<file path="config.mk">
export PLATFORM = sky130hd
export DESIGN_NAME = numerical_semigroup_child_flat
export DESIGN_NICKNAME = d
export VERILOG_FILES = /design/src/rtl/nsc_pkg.sv /design/src/rtl/nsc_req_if.sv /design/src/rtl/nsc_rsp_if.sv /design/src/rtl/nsc_child_mem.sv /design/src/rtl/numerical_semigroup_child.sv /design/src/flat_wrapper.sv
export SDC_FILE = /design/constraint.sdc
export NUM_CORES = 1
export LEC_CHECK = 0
export BUFFER_PORTS_ARGS = -buffer_cell sky130_fd_sc_hd__buf_2
export CELL_PAD_IN_SITES_DETAIL_PLACEMENT = 1
export CELL_PAD_IN_SITES_GLOBAL_PLACEMENT = 2
export CORE_MARGIN = 2
export CORE_UTILIZATION = 49
export DETAILED_ROUTE_END_ITERATION = 7
export GPL_ROUTABILITY_DRIVEN = 0
export PLACE_DENSITY_LB_ADDON = 0.08
export SYNTH_ARGS = -nofsm -noshare
export SYNTH_HDL_FRONTEND = slang
export SYNTH_SLANG_ARGS = --single-unit
</file>
<file path="constraint.sdc">
create_clock -name clock -period 9.2 [get_ports clock]
set_input_delay 2.76 -clock clock [delete_from_list [all_inputs] [get_ports clock]]
set_output_delay 2.76 -clock clock [all_outputs]
set_load 0.005 [all_outputs]
</file>
<file path="src/rtl/nsc_pkg.sv">
// ----------------------------------------------------------------------------
// nsc_pkg: shared types and constants of the semigroup child generator
// Entry codes, request kinds, status codes, widths and the sequencer states.
// ----------------------------------------------------------------------------
package nsc_pkg;

   localparam int TABLE_SIZE = 64;
   localparam int MAX_EMIT   = 64;
   localparam int IDX_W      = $clog2(TABLE_SIZE);
   localparam int CNT_W      = IDX_W + 1;
   localparam int EMIT_LIMIT = (TABLE_SIZE < MAX_EMIT) ? TABLE_SIZE : MAX_EMIT;

   typedef logic [1:0] nsc_entry_type;

   localparam nsc_entry_type ENT_GAP = 2'd0;
   localparam nsc_entry_type ENT_IRR = 2'd1;
   localparam nsc_entry_type ENT_DEC = 2'd2;
   localparam nsc_entry_type ENT_ILL = 2'd3;

   localparam logic KIND_LOAD = 1'b0;
   localparam logic KIND_GEN  = 1'b1;

   typedef logic [1:0] nsc_status_type;

   localparam nsc_status_type STATUS_OK       = 2'd0;
   localparam nsc_status_type STATUS_BAD_GEN  = 2'd1;
   localparam nsc_status_type STATUS_OVERFLOW = 2'd2;

   typedef struct packed {
      logic                 en;
      logic [IDX_W-1:0]     addr;
      nsc_entry_type        data;
   } nsc_wr_type;

   typedef enum logic [3:0] {
      ST_IDLE,
      ST_CHECK,
      ST_ERR,
      ST_COPY_RD,
      ST_COPY_WR,
      ST_GAP,
      ST_PAR_RD,
      ST_PAR_CHK,
      ST_SCAN,
      ST_EMIT_RD,
      ST_EMIT
   } nsc_state_type;

endpackage

</file>
<file path="src/rtl/nsc_req_if.sv">
// ----------------------------------------------------------------------------
// nsc_req_if: request channel of the semigroup child generator
// Valid/ready handshake carrying a load or a generate request.
// ----------------------------------------------------------------------------
interface nsc_req_if;
   logic                      valid;
   logic                      ready;
   logic                      kind;
   logic [nsc_pkg::IDX_W-1:0] table_index;
   logic [1:0]                entry_value;
   logic [nsc_pkg::IDX_W-1:0] parent_conductor;
   logic [nsc_pkg::IDX_W-1:0] parent_multiplicity;
   logic [nsc_pkg::IDX_W-1:0] generator;

   modport source (
      output valid, kind, table_index, entry_value,
             parent_conductor, parent_multiplicity, generator,
      input  ready
   );

   modport sink (
      input  valid, kind, table_index, entry_value,
             parent_conductor, parent_multiplicity, generator,
      output ready
   );
endinterface

</file>
<file path="src/rtl/nsc_rsp_if.sv">
// ----------------------------------------------------------------------------
// nsc_rsp_if: result channel of the semigroup child generator
// Valid/ready handshake carrying one child table entry or an error.
// ----------------------------------------------------------------------------
interface nsc_rsp_if;
   logic                      valid;
   logic                      ready;
   logic [nsc_pkg::IDX_W-1:0] out_index;
   logic [1:0]                out_value;
   logic                      last_entry;
   logic [nsc_pkg::CNT_W-1:0] child_conductor;
   logic [nsc_pkg::CNT_W-1:0] child_multiplicity;
   logic [nsc_pkg::CNT_W-1:0] child_children;
   logic [1:0]                status;

   modport source (
      output valid, out_index, out_value, last_entry, child_conductor,
             child_multiplicity, child_children, status,
      input  ready
   );

   modport sink (
      input  valid, out_index, out_value, last_entry, child_conductor,
             child_multiplicity, child_children, status,
      output ready
   );
endinterface

</file>
<file path="src/rtl/nsc_child_mem.sv">
// ----------------------------------------------------------------------------
// nsc_child_mem: child table storage
// One write port and two synchronous read ports with registered data, so a
// pair of entries can be probed every cycle.
// ----------------------------------------------------------------------------
module nsc_child_mem (
   input  logic                       clock,
   input  nsc_pkg::nsc_wr_type        wr,
   input  logic [nsc_pkg::IDX_W-1:0]  addr_a,
   input  logic [nsc_pkg::IDX_W-1:0]  addr_b,
   output nsc_pkg::nsc_entry_type     rd_a,
   output nsc_pkg::nsc_entry_type     rd_b
);

   nsc_pkg::nsc_entry_type mem [nsc_pkg::TABLE_SIZE];
   nsc_pkg::nsc_entry_type rd_a_ff;
   nsc_pkg::nsc_entry_type rd_b_ff;

   always_ff @(posedge clock) begin
      if (wr.en) begin
         mem[wr.addr] <= wr.data;
      end
      rd_a_ff <= mem[addr_a];
      rd_b_ff <= mem[addr_b];
   end

   assign rd_a = rd_a_ff;
   assign rd_b = rd_b_ff;

endmodule

</file>
<file path="src/rtl/numerical_semigroup_child.sv">
// ----------------------------------------------------------------------------
// numerical_semigroup_child: builds one child of a numerical semigroup
// Loads fill the parent table; a generate request removes one generator and
// streams the child table out, entry by entry.
// ----------------------------------------------------------------------------
//
//   channel  direction  carries
//   req      in         load of one parent entry, or generate request
//   rsp      out        one child entry per result, or a single error
//
// A load writes the parent table from the idle state. A generate request
// checks the generator x, copies the entries below x, writes the gap at x,
// copies each later entry i the parent marks irreducible, probes up to i
// pairs for any other and then emits each child entry. The probe loop is
// bound by the child memory's two read ports: one pair of entries per cycle.
// An invalid generator or an oversized child ends in a single error result.
// Reset clears the sequencer and the result valid flag only; the tables
// need no clearing pass. A stalled result holds the sequencer in its emit or
// error state; loads are accepted while the last result waits.
// ----------------------------------------------------------------------------
module numerical_semigroup_child (
   input logic       clock,
   input logic       reset,
   nsc_req_if.sink   req,
   nsc_rsp_if.source rsp
);

   localparam int IW = nsc_pkg::IDX_W;
   localparam int CW = nsc_pkg::CNT_W;
   localparam logic [CW-1:0]  TSIZE  = CW'(nsc_pkg::TABLE_SIZE);
   localparam logic [CW:0]    ELIMIT = (CW + 1)'(nsc_pkg::EMIT_LIMIT);

   nsc_pkg::nsc_state_type state_ff, state_in;

   logic [IW-1:0] idx_ff, idx_in;
   logic [IW-1:0] j_ff, j_in;
   logic          issue_done_ff, issue_done_in;
   logic          probe_vld_ff, probe_vld_in;
   logic          probe_last_ff, probe_last_in;

   logic [IW-1:0] gen_ff, gen_in;
   logic [IW-1:0] pc_ff, pc_in;
   logic [IW-1:0] pm_ff, pm_in;
   logic [CW-1:0] psize_ff, psize_in;
   logic [CW-1:0] cc_ff, cc_in;
   logic [CW-1:0] cm_ff, cm_in;
   logic [CW-1:0] csize_ff, csize_in;
   logic [CW-1:0] children_ff, children_in;
   nsc_pkg::nsc_status_type err_ff, err_in;

   // parent table
   nsc_pkg::nsc_entry_type par_mem [nsc_pkg::TABLE_SIZE];
   nsc_pkg::nsc_entry_type par_rdata_ff;
   logic                   par_we;
   nsc_pkg::nsc_entry_type par_wdata;
   logic [IW-1:0]          par_raddr;

   // child table
   nsc_pkg::nsc_wr_type    chd_wr;
   logic [IW-1:0]          chd_addr_a, chd_addr_b;
   nsc_pkg::nsc_entry_type chd_rd_a, chd_rd_b;

   // result register
   logic                    rsp_valid_ff, rsp_valid_in;
   logic                    rsp_load;
   logic                    rsp_free;
   logic [IW-1:0]           rsp_index_ff, rsp_index_in;
   nsc_pkg::nsc_entry_type  rsp_value_ff, rsp_value_in;
   logic                    rsp_last_ff, rsp_last_in;
   logic [CW-1:0]           rsp_cc_ff, rsp_cc_in;
   logic [CW-1:0]           rsp_cm_ff, rsp_cm_in;
   logic [CW-1:0]           rsp_ch_ff, rsp_ch_in;
   nsc_pkg::nsc_status_type rsp_status_ff, rsp_status_in;

   logic [CW-1:0]          idx_ext, idx_inc, gen_ext;
   logic                   adv_last;
   nsc_pkg::nsc_entry_type par_val;
   logic                   gen_bad;
   logic [CW-1:0]          cc_calc, cm_calc;
   logic [CW:0]            csize_calc;
   logic                   hit;

   nsc_child_mem u_chd (
      .clock  (clock),
      .wr     (chd_wr),
      .addr_a (chd_addr_a),
      .addr_b (chd_addr_b),
      .rd_a   (chd_rd_a),
      .rd_b   (chd_rd_b)
   );

   always_ff @(posedge clock) begin
      if (par_we) begin
         par_mem[req.table_index] <= par_wdata;
      end
      par_rdata_ff <= par_mem[par_raddr];
   end

   assign idx_ext  = {1'b0, idx_ff};
   assign idx_inc  = idx_ext + CW'(1);
   assign gen_ext  = {1'b0, gen_ff};
   assign adv_last = (idx_inc == csize_ff);

   // Entries at or past the parent size read as decomposable.
   assign par_val  = (idx_ext >= psize_ff) ? nsc_pkg::ENT_DEC : par_rdata_ff;
   assign gen_bad  = (gen_ff == '0) || (gen_ff < pc_ff) || (gen_ext >= TSIZE)
                  || (gen_ext >= psize_ff) || (par_rdata_ff != nsc_pkg::ENT_IRR);
   assign cc_calc    = gen_ext + CW'(1);
   assign cm_calc    = (gen_ff == pm_ff) ? ({1'b0, pm_ff} + CW'(1)) : {1'b0, pm_ff};
   assign csize_calc = {1'b0, cc_calc} + {1'b0, cm_calc};
   assign hit        = (chd_rd_a == nsc_pkg::ENT_IRR) && (chd_rd_b != nsc_pkg::ENT_GAP);

   assign rsp_free = !rsp_valid_ff || rsp.ready;

   always_comb begin
      state_in      = state_ff;
      idx_in        = idx_ff;
      j_in          = j_ff;
      issue_done_in = issue_done_ff;
      probe_vld_in  = 1'b0;
      probe_last_in = probe_last_ff;
      gen_in        = gen_ff;
      pc_in         = pc_ff;
      pm_in         = pm_ff;
      psize_in      = psize_ff;
      cc_in         = cc_ff;
      cm_in         = cm_ff;
      csize_in      = csize_ff;
      children_in   = children_ff;
      err_in        = err_ff;

      req.ready     = 1'b0;
      par_we        = 1'b0;
      par_wdata     = (req.entry_value == nsc_pkg::ENT_ILL) ? nsc_pkg::ENT_DEC
                                                            : req.entry_value;
      par_raddr     = idx_ff;

      chd_wr.en     = 1'b0;
      chd_wr.addr   = idx_ff;
      chd_wr.data   = nsc_pkg::ENT_GAP;
      chd_addr_a    = idx_ff;
      chd_addr_b    = idx_ff;

      rsp_load      = 1'b0;
      rsp_index_in  = '0;
      rsp_value_in  = nsc_pkg::ENT_GAP;
      rsp_last_in   = 1'b0;
      rsp_cc_in     = '0;
      rsp_cm_in     = '0;
      rsp_ch_in     = '0;
      rsp_status_in = nsc_pkg::STATUS_OK;

      case (state_ff)
         nsc_pkg::ST_IDLE: begin
            req.ready = 1'b1;
            par_raddr = req.generator;
            if (req.valid) begin
               if (req.kind == nsc_pkg::KIND_LOAD) begin
                  par_we = ({1'b0, req.table_index} < TSIZE);
               end else begin
                  gen_in   = req.generator;
                  pc_in    = req.parent_conductor;
                  pm_in    = req.parent_multiplicity;
                  psize_in = {1'b0, req.parent_conductor} + {1'b0, req.parent_multiplicity};
                  state_in = nsc_pkg::ST_CHECK;
               end
            end
         end

         nsc_pkg::ST_CHECK: begin
            if (gen_bad) begin
               err_in   = nsc_pkg::STATUS_BAD_GEN;
               state_in = nsc_pkg::ST_ERR;
            end else if (csize_calc > ELIMIT) begin
               err_in   = nsc_pkg::STATUS_OVERFLOW;
               state_in = nsc_pkg::ST_ERR;
            end else begin
               cc_in       = cc_calc;
               cm_in       = cm_calc;
               csize_in    = csize_calc[CW-1:0];
               children_in = '0;
               idx_in      = '0;
               state_in    = nsc_pkg::ST_COPY_RD;
            end
         end

         nsc_pkg::ST_ERR: begin
            if (rsp_free) begin
               rsp_load      = 1'b1;
               rsp_last_in   = 1'b1;
               rsp_status_in = err_ff;
               state_in      = nsc_pkg::ST_IDLE;
            end
         end

         nsc_pkg::ST_COPY_RD: begin
            state_in = nsc_pkg::ST_COPY_WR;
         end

         nsc_pkg::ST_COPY_WR: begin
            chd_wr.en   = 1'b1;
            chd_wr.data = par_rdata_ff;
            if (idx_inc == gen_ext) begin
               state_in = nsc_pkg::ST_GAP;
            end else begin
               idx_in   = idx_inc[IW-1:0];
               state_in = nsc_pkg::ST_COPY_RD;
            end
         end

         nsc_pkg::ST_GAP: begin
            chd_wr.en   = 1'b1;
            chd_wr.addr = gen_ff;
            chd_wr.data = nsc_pkg::ENT_GAP;
            idx_in      = cc_calc[IW-1:0];
            state_in    = nsc_pkg::ST_PAR_RD;
         end

         nsc_pkg::ST_PAR_RD: begin
            state_in = nsc_pkg::ST_PAR_CHK;
         end

         nsc_pkg::ST_PAR_CHK: begin
            if (par_val == nsc_pkg::ENT_IRR) begin
               chd_wr.en   = 1'b1;
               chd_wr.data = nsc_pkg::ENT_IRR;
               children_in = children_ff + CW'(1);
               if (adv_last) begin
                  idx_in   = '0;
                  state_in = nsc_pkg::ST_EMIT_RD;
               end else begin
                  idx_in   = idx_inc[IW-1:0];
                  state_in = nsc_pkg::ST_PAR_RD;
               end
            end else begin
               // Position zero takes part as well: when it is marked
               // irreducible, its partner is the entry under test itself.
               j_in          = '0;
               issue_done_in = 1'b0;
               state_in      = nsc_pkg::ST_SCAN;
            end
         end

         nsc_pkg::ST_SCAN: begin
            // Probe pairs (j, i-j): i is decomposable when j is irreducible
            // and i-j is no gap. One pair is issued per cycle and checked
            // on the next, once the registered read data has arrived.
            chd_addr_a = j_ff;
            chd_addr_b = idx_ff - j_ff;
            if (!issue_done_ff) begin
               probe_vld_in  = 1'b1;
               probe_last_in = (j_ff == idx_ff - IW'(1));
               if (j_ff == idx_ff - IW'(1)) begin
                  issue_done_in = 1'b1;
               end else begin
                  j_in = j_ff + IW'(1);
               end
            end
            if (probe_vld_ff && (hit || probe_last_ff)) begin
               probe_vld_in = 1'b0;
               chd_wr.en    = 1'b1;
               if (hit) begin
                  chd_wr.data = nsc_pkg::ENT_DEC;
               end else begin
                  chd_wr.data = nsc_pkg::ENT_IRR;
                  children_in = children_ff + CW'(1);
               end
               if (adv_last) begin
                  idx_in   = '0;
                  state_in = nsc_pkg::ST_EMIT_RD;
               end else begin
                  idx_in   = idx_inc[IW-1:0];
                  state_in = nsc_pkg::ST_PAR_RD;
               end
            end
         end

         nsc_pkg::ST_EMIT_RD: begin
            state_in = nsc_pkg::ST_EMIT;
         end

         nsc_pkg::ST_EMIT: begin
            if (rsp_free) begin
               rsp_load     = 1'b1;
               rsp_index_in = idx_ff;
               rsp_value_in = chd_rd_a;
               rsp_last_in  = adv_last;
               if (adv_last) begin
                  rsp_cc_in = cc_ff;
                  rsp_cm_in = cm_ff;
                  rsp_ch_in = children_ff;
                  state_in  = nsc_pkg::ST_IDLE;
               end else begin
                  idx_in    = idx_inc[IW-1:0];
                  state_in  = nsc_pkg::ST_EMIT_RD;
               end
            end
         end

         default: begin
            state_in = nsc_pkg::ST_IDLE;
         end
      endcase

      if (rsp_load) begin
         rsp_valid_in = 1'b1;
      end else if (rsp.ready) begin
         rsp_valid_in = 1'b0;
      end else begin
         rsp_valid_in = rsp_valid_ff;
      end
   end

   always_ff @(posedge clock) begin
      if (reset) begin
         state_ff      <= nsc_pkg::ST_IDLE;
         rsp_valid_ff  <= 1'b0;
         probe_vld_ff  <= 1'b0;
         issue_done_ff <= 1'b0;
      end else begin
         state_ff      <= state_in;
         rsp_valid_ff  <= rsp_valid_in;
         probe_vld_ff  <= probe_vld_in;
         issue_done_ff <= issue_done_in;
      end
   end

   always_ff @(posedge clock) begin
      idx_ff        <= idx_in;
      j_ff          <= j_in;
      probe_last_ff <= probe_last_in;
      gen_ff        <= gen_in;
      pc_ff         <= pc_in;
      pm_ff         <= pm_in;
      psize_ff      <= psize_in;
      cc_ff         <= cc_in;
      cm_ff         <= cm_in;
      csize_ff      <= csize_in;
      children_ff   <= children_in;
      err_ff        <= err_in;
      if (rsp_load) begin
         rsp_index_ff  <= rsp_index_in;
         rsp_value_ff  <= rsp_value_in;
         rsp_last_ff   <= rsp_last_in;
         rsp_cc_ff     <= rsp_cc_in;
         rsp_cm_ff     <= rsp_cm_in;
         rsp_ch_ff     <= rsp_ch_in;
         rsp_status_ff <= rsp_status_in;
      end
   end

   assign rsp.valid              = rsp_valid_ff;
   assign rsp.out_index          = rsp_index_ff;
   assign rsp.out_value          = rsp_value_ff;
   assign rsp.last_entry         = rsp_last_ff;
   assign rsp.child_conductor    = rsp_cc_ff;
   assign rsp.child_multiplicity = rsp_cm_ff;
   assign rsp.child_children     = rsp_ch_ff;
   assign rsp.status             = rsp_status_ff;

   // Only entries past the removed generator are ever rechecked.
   a_scan_past_gen: assert property (@(posedge clock) disable iff (reset)
      (state_ff == nsc_pkg::ST_SCAN) |-> (idx_ff > gen_ff))
      else $error("probe loop running on an entry below the generator");

   // Probes only look at entries already settled.
   a_probe_below: assert property (@(posedge clock) disable iff (reset)
      (state_ff == nsc_pkg::ST_SCAN && !issue_done_ff) |-> (j_ff < idx_ff))
      else $error("probe address reaches the entry being decided");

   // An error result always closes its request.
   a_err_last: assert property (@(posedge clock) disable iff (reset)
      (rsp.valid && rsp.status != nsc_pkg::STATUS_OK) |-> rsp.last_entry)
      else $error("error result not marked last");

   // Summary fields are carried on the last entry only.
   a_mid_clean: assert property (@(posedge clock) disable iff (reset)
      (rsp.valid && !rsp.last_entry) |->
         (rsp.child_conductor == '0 && rsp.child_multiplicity == '0 &&
          rsp.child_children == '0))
      else $error("summary fields set on an inner entry");

endmodule

</file>
<file path="src/flat_wrapper.sv">
// flat-port wrapper written by rule: the top's interface ports become plain ports
module numerical_semigroup_child_flat 
  (clock, reset, req_valid, req_kind, req_table_index, req_entry_value, req_parent_conductor, req_parent_multiplicity, req_generator, req_ready, rsp_valid, rsp_out_index, rsp_out_value, rsp_last_entry, rsp_child_conductor, rsp_child_multiplicity, rsp_child_children, rsp_status, rsp_ready);
  nsc_req_if req_i ();
  nsc_rsp_if rsp_i ();
  input logic clock;
  input logic reset;
  input wire logic [$bits(req_i.valid)-1:0] req_valid;
  input wire logic [$bits(req_i.kind)-1:0] req_kind;
  input wire logic [$bits(req_i.table_index)-1:0] req_table_index;
  input wire logic [$bits(req_i.entry_value)-1:0] req_entry_value;
  input wire logic [$bits(req_i.parent_conductor)-1:0] req_parent_conductor;
  input wire logic [$bits(req_i.parent_multiplicity)-1:0] req_parent_multiplicity;
  input wire logic [$bits(req_i.generator)-1:0] req_generator;
  output wire logic [$bits(req_i.ready)-1:0] req_ready;
  output wire logic [$bits(rsp_i.valid)-1:0] rsp_valid;
  output wire logic [$bits(rsp_i.out_index)-1:0] rsp_out_index;
  output wire logic [$bits(rsp_i.out_value)-1:0] rsp_out_value;
  output wire logic [$bits(rsp_i.last_entry)-1:0] rsp_last_entry;
  output wire logic [$bits(rsp_i.child_conductor)-1:0] rsp_child_conductor;
  output wire logic [$bits(rsp_i.child_multiplicity)-1:0] rsp_child_multiplicity;
  output wire logic [$bits(rsp_i.child_children)-1:0] rsp_child_children;
  output wire logic [$bits(rsp_i.status)-1:0] rsp_status;
  input wire logic [$bits(rsp_i.ready)-1:0] rsp_ready;
  assign req_i.valid = req_valid;
  assign req_i.kind = req_kind;
  assign req_i.table_index = req_table_index;
  assign req_i.entry_value = req_entry_value;
  assign req_i.parent_conductor = req_parent_conductor;
  assign req_i.parent_multiplicity = req_parent_multiplicity;
  assign req_i.generator = req_generator;
  assign req_ready = req_i.ready;
  assign rsp_valid = rsp_i.valid;
  assign rsp_out_index = rsp_i.out_index;
  assign rsp_out_value = rsp_i.out_value;
  assign rsp_last_entry = rsp_i.last_entry;
  assign rsp_child_conductor = rsp_i.child_conductor;
  assign rsp_child_multiplicity = rsp_i.child_multiplicity;
  assign rsp_child_children = rsp_i.child_children;
  assign rsp_status = rsp_i.status;
  assign rsp_i.ready = rsp_ready;
  numerical_semigroup_child u_core (.clock(clock), .reset(reset), .req(req_i), .rsp(rsp_i));
endmodule
</file>
Word-level counts from Yosys, hierarchy flattened
Memory sizes are Yosys's and may differ from the RTL's. A register that Yosys moved wholly into a read port is not among the register bits.
Cells that the tools add are included.
W data, S select, Z words.
{"block": "totals", "mem_bits_rw": 256, "elab_cells": 172, "mem_count": 2, "out_inout_bits": 34, "in_bits": 31, "mem_bits_ro": 0, "latch_bits": 0, "regBits": 107}
{"memory": "u_core.par_mem", "depth": 64, "word_bits": 2, "rd": 1, "rd_clocked_by_memory_dff": 1, "wr": 1, "line": "numerical_semigroup_child.sv:52", "source": "nsc_pkg::nsc_entry_type par_mem [nsc_pkg::TABLE_SIZE];"}
{"memory": "u_core.u_chd.mem", "depth": 64, "word_bits": 2, "rd": 2, "rd_clocked_by_memory_dff": 2, "wr": 1, "line": "nsc_child_mem.sv:15", "source": "nsc_pkg::nsc_entry_type mem [nsc_pkg::TABLE_SIZE];"}
{"block": "classes", "n_reduce_logical": 32, "div": 0, "addsub": 9, "order_cmp": 5, "mul": 0, "shift": 0, "mux": 65, "n_bitwise": 4, "n_eq_ne": 32}
{"op": "$mux W6", "count": 15}
{"op": "$pmux W4 S11", "count": 1}
{"op": "$mux W7", "count": 6}
{"op": "$mux W4", "count": 9}
{"op": "$pmux W6 S6", "count": 1}
{"op": "$add A6 B1 Y7 const B", "count": 3}
{"op": "$mux W1", "count": 21}
{"op": "$pmux W7 S3", "count": 1}
{"op": "$ne A2 B2 Y1 const B", "count": 10}
{"op": "$eq A4 B3 Y1 const B", "count": 4}
{"op": "$ge A6 B7 Y1", "count": 2}
{"op": "$eq A4 B4 Y1 const B", "count": 3}
{"op": "$eq A6 B6 Y1", "count": 2}
{"op": "$pmux W6 S2", "count": 1}
{"op": "$mux W2", "count": 5}
{"op": "$ne A2 B1 Y1 const B", "count": 5}
{"op": "$reduce_and A2 Y1", "count": 5}
{"op": "$reduce_and A3 Y1", "count": 3}
{"op": "$add A7 B7 Y8", "count": 1}
{"op": "$eq A4 B2 Y1 const B", "count": 2}
{"op": "$gt A8 B7 Y1 const B", "count": 1}
{"op": "$reduce_and A8 Y1", "count": 1}
{"op": "$reduce_bool A2 Y1", "count": 4}
{"op": "$add A6 B6 Y7", "count": 1}
{"op": "other kinds (28)", "count": 40}

Depth between registers and ports, before layout
{"block": "depth", "ltp_word": 8, "ltp_mapped": 16, "depth_no_buf": 14}

By module
From an unflattened synthesis, not the netlist that was laid out.
{"block": "hier_totals", "cells_unflattened": 1367, "area_unflattened_um2": 18246.2}
{"mod": "numerical_semigroup_child", "cells_per_inst": 960, "n_inst": 1, "seq_area_each_um2": 7026.7, "area_per_inst_um2": 11691.2}
{"mod": "nsc_child_mem", "cells_per_inst": 407, "n_inst": 1, "seq_area_each_um2": 3923.8, "area_per_inst_um2": 6555.0}

Worst setup path after synthesis
OpenSTA, ideal clock, no wires.
{"block": "synth_path", "path_type": "in2reg", "from": "input req_entry_value[1]", "to": "memory u_core.par_mem[0][0] (netlist bit), data pin", "t_required_ps": 8681, "arrival_ps": 4366, "path_slack_ps": 4315, "path_buffers": 0, "setup_time_ps": 519, "path_stages": 1, "path_cell_list": "nor2b_1"}
{"block": "synth_via", "elab_chain_len": 2}
{"item": "start, declared", "line": "flat_wrapper.sv:11", "source": "input wire logic [$bits(req_i.entry_value)-1:0] req_entry_value;"}
{"item": "$eq A2 B2 Y1", "line": "numerical_semigroup_child.sv:134", "source": "par_wdata = (req.entry_value == nsc_pkg::ENT_ILL) ? nsc_pkg::ENT_DEC"}
{"item": "$mux W2", "line": "numerical_semigroup_child.sv:134"}
{"item": "end, declared", "line": "numerical_semigroup_child.sv:52"}
Every way passes these cells.

Worst setup path in the final report
{"block": "layout_path", "from": "register u_core.gen_ff[2]", "to": "register u_core.idx_ff[2] (enable)"}
{"block": "layout_via", "word_cells_on_any_way": 18, "classes_between": "add/sub (2); order compare (4); eq/ne (5); mux (1); reduce/logical (6)"}
{"item": "start, declared", "line": "numerical_semigroup_child.sv:41", "source": "logic [IW-1:0] gen_ff, gen_in;"}
{"item": "start signal, assigned", "line": "numerical_semigroup_child.sv:332", "source": "gen_ff <= gen_in;"}
{"item": "$eq A6 B6 Y1", "line": "numerical_semigroup_child.sv:109", "source": "assign cm_calc = (gen_ff == pm_ff) ? ({1'b0, pm_ff} + CW'(1)) : {1'b0, pm_ff};"}
{"item": "$mux W7", "line": "numerical_semigroup_child.sv:109"}
{"item": "net u_core.cm_calc[1]", "line": "numerical_semigroup_child.sv:79", "source": "logic [CW-1:0] cc_calc, cm_calc;"}
{"item": "$add A7 B7 Y8", "line": "numerical_semigroup_child.sv:110", "source": "assign csize_calc = {1'b0, cc_calc} + {1'b0, cm_calc};"}
{"item": "$gt A8 B7 Y1", "line": "numerical_semigroup_child.sv:174", "source": "end else if (csize_calc > ELIMIT) begin"}
{"item": "$ne A2 B2 Y1 (no line)"}
{"item": "$reduce_and A8 Y1 (no line)"}
{"item": "end signal, assigned", "line": "numerical_semigroup_child.sv:329", "source": "idx_ff <= idx_in;"}
{"item": "end, declared", "line": "numerical_semigroup_child.sv:35", "source": "logic [IW-1:0] idx_ff, idx_in;"}
The timed path passes the listed nets, and every way through them passes these cells.
A chain may end at the register's enable or synchronous reset.

==> summary.txt <==
library cells used by synthesis: 71
worst slew pin tran: 1.16 ns
Synth Net Count: 1422
number of setup buffers added after CTS: 0
CP required: 9.39 ns
num rows: 71
register area share after synthesis: 59.4%
Slew HR: 22.7%
drt wl/cell: 24.5 um
met3 WL: 2140 um
share of cells above drive strength 1: 17.4%
IO Count: 65
peak supply drop: 0.000198 V
diodes inserted: 0
Startpoint Class: flip-flop
Metal-1 WL: 21100 um
die area: 0.0392 mm2
die width: 198 um
largest net degree at the start of global routing: 66
met2 WL post-DR: 23300 um
crit path cell chain: xor2_1, nor4_2, and3_1, mux2i_1, inv_1, ha_1, a21oi_1, o21bai_1, a21oi_1, nand2b_1, a2111oi_0, o21ai_1, a211oi_1
ys async rst share: 0%
detailed-route via count: 11.5k
GRT Util Overall: 25.0%
total grt overflow: 0
Final ANT Viol Nets: 0
Final Power: 4310 uW
fillers: 3629
fin crit period: 4.97 ns
Area Overhead vs Synth: 11.4%
final WL: 47600 um
Setup Skew: 0.0155 ns
synth warn: 0
Cell Area, Synth: 0.0184 mm2
status: complete, no violations
Yosys reg bits: 369
vias in the first global route: 12.1k
min-delay src: u_core.cm_ff[4]$_DFFE_PP_
Avg Inst Size Synth: 13.7 um2
Slowest-stage cell, CP: a211oi_1
Initial DRC Count: 752
Final Slew Violations: 0
clk slew on worst S/H paths: 0.06 ns
Synth area leaders: edfxtp_1 58%, mux4_2 10%, mux2i_1 3.7%
vias per cell: 5.91
# clock sinks: 369
Hold Vio Cnt, Final: 0
worst skew pair latency: 0.58 ns
Final nets: 1481
setup tns final: 0 ns
die height: 198 um
CP delay by family, top: compound AO/OA/AOI/OAI gates
CP endpoint kind: flip-flop
Mapped Cells: 1346
largest area contributor in the netlist: edfxtp_1
Critical Path Most Common Cell: a21oi_1
power density cells: 210 mW/mm2
Yosys top cell area share: 58.0%
post-route clock period utilization: 54.0%
DP HPWL: 32100 um
hold path endpoint: u_core.rsp.child_multiplicity[4]$_SDFFCE_PN0P_
Worst Hold Path Cells: 1
CTS tree: yes
largest stage delay on the critical path: 0.85 ns
Crit Path Max Fanout: 12
H-tree levels: 2
WP depth: 13
highest routed layer: met4
setup slack, reg-to-reg: 4.23 ns
initial antenna violation count: 0
# hold bufs at CTS: 0
R2R cell count: 13
utilization after layout: 54.9%
Most used DFF post-synth: edfxtp_1
Tightest Hold Check Type: flip-flop to flip-flop
clock buffer depth: 3
DR DRC count: 0
beginning of the worst register-to-register path: u_core.gen_ff[2]$_DFFE_PP_
Final setup viols: 0
Pleak: 0.00715 uW
placed cells: 1874
Initial Util: 49.3%
first-pass GRT wire length: 72800 um
drt first pass iters: 5
Setup CP Type: flip-flop to flip-flop
fmax: 201 MHz
Core Region: 0.0374 mm2
Finished Layout Cells: 1945
CP arrival: 5.16 ns
Root Driver: clkbuf_16
WP buf/inv: 1
Num CTS Buffers: 40
reg-to-reg critical path endpoint: u_core.idx_ff[2]$_DFFE_PP_
unrepaired setup endpoints after global routing: false
Max Cap Viol: 0
post-CTS sizing: 0
EDFF count, synth: 356
# port buffers: 64
[cell usage in the layout, fill, tap and decap left out, types with 24 or more instances in the layout]
cell type / n
nand3_1: 30
clkbuf_16: 40
o21ai_0: 26
nor3_1: 50
ha_1: 42
a21oi_1: 34
edfxtp_1: 356
and2_1: 29
buf_2: 64
nand2_1: 107
xnor2_1: 40
buf_4: 24
mux2i_1: 66
inv_1: 40
mux4_2: 82
nor2_1: 145
[cells in the mapped netlist, types with 8 or more instances]
cell type  count
a21o_1         8
a21oi_1       35
and2_1        29
and3_1        23
buf_2         15
clkbuf_1      41
dfxtp_1       13
edfxtp_1     356
ha_1          42
inv_1         40
mux2i_1       69
mux4_2        82
nand2_1      107
nand2b_1      10
nand3_1       30
nor2_1       146
nor2b_1       11
nor3_1        50
o21ai_0       26
o22ai_1       13
o31ai_1       10
or3_1          8
xnor2_1       40
xor2_1        22
[cell families (layout without fill, tap and decap cells)]
group	after synthesis	count (layout)	synth area share [%]
adder cells (fa/ha/maj)	45	45	3.18
flip-flops	369	369	59.4
buffers and inverters	111	199	2.69
AND/OR/NAND/NOR	450	450	11.6
AO/OA/AOI/OAI	146	146	5.16
multiplexers	160	160	14.6
XOR/XNOR	65	65	3.31
[worst reg2reg max path, cell delays in order, from the launching register on]
cell and delay (ns):
edfxtp_1 0.61, xor2_1 0.24, nor4_2 0.42, and3_1 0.33, mux2i_1 0.37, inv_1 0.11, ha_1 0.21, a21oi_1 0.18
o21bai_1 0.09, a21oi_1 0.20, nand2b_1 0.10, a2111oi_0 0.58, o21ai_1 0.29, a211oi_1 0.85
[layer usage]
layer / GRT usage, % / vias to the layer above
met4: 6.63 / 0
met3: 4.12 / 65
li1: - / 5238
met5: 0 / -
met1: 34.4 / 5941
met2: 41.5 / 258
[state kept, by name, summed over array words and instances, names as in the netlist, 7 cells and up]
| name | cells |
|---|---|
| u_core.rsp.child_children | 7 |
| u_core.psize_ff | 7 |
| u_core.cc_ff | 7 |
| u_core.u_chd.mem | 128 |
| u_core.cm_ff | 7 |
| u_core.rsp.child_conductor | 7 |
| u_core.csize_ff | 7 |
| u_core.children_ff | 7 |
| u_core.par_mem | 128 |
| u_core.rsp.child_multiplicity | 7 |
[area by class of cell]
cell class	count	area (um2)	share of cell area [%]
Timing Repair Buffer	88	500	2.44
Clock buffer	47	1030	5.00
Multi-Input combinational cell	866	7090	34.5
Tap cell	511	639	3.11
Inverter	40	150	0.731
Clock inverter	24	188	0.914
Sequential cell	369	11000	53.3
[per-stage QoR]
step                area [um2]  hold slack [ns]  setup slack [ns]
CTS                      20500            0.524              4.21
global placement         19300            0.503              4.09
global route             20500            0.544              3.71
floorplan                18400            0.497              4.32
finish                   20500            0.519              4.23
detailed placement       19300            0.510              3.92
[how the worst max path moves through the flow]
stage / slack, ns / start / endpoint
after floorplan: 4.32 / req_entry_value[1] / u_core.par_mem[0][0]$_DFFE_PP_
after global placement: 4.09 / rsp_ready / u_core.rsp.child_children[0]$_SDFFCE_PN0P_
after detailed placement: 3.92 / rsp_ready / u_core.rsp.child_multiplicity[3]$_SDFFCE_PN0P_
after CTS: 4.21 / u_core.gen_ff[2]$_DFFE_PP_ / u_core.idx_ff[4]$_DFFE_PP_
after global routing: 3.71 / u_core.gen_ff[2]$_DFFE_PP_ / u_core.idx_ff[0]$_DFFE_PP_
final: 4.23 / u_core.gen_ff[2]$_DFFE_PP_ / u_core.idx_ff[2]$_DFFE_PP_
[report_power, final]
part / total, uW / switching, uW / internal, uW / leakage [uW]
sequential: 1960 / 60.8 / 1900 / 0.00343
clock: 1530 / 669 / 858 / 0.000593
combinational: 815 / 485 / 331 / 0.00313
total: 4310 / 1210 / 3090 / 0.00715
Note: power is estimated with default switching activity, not from simulation.
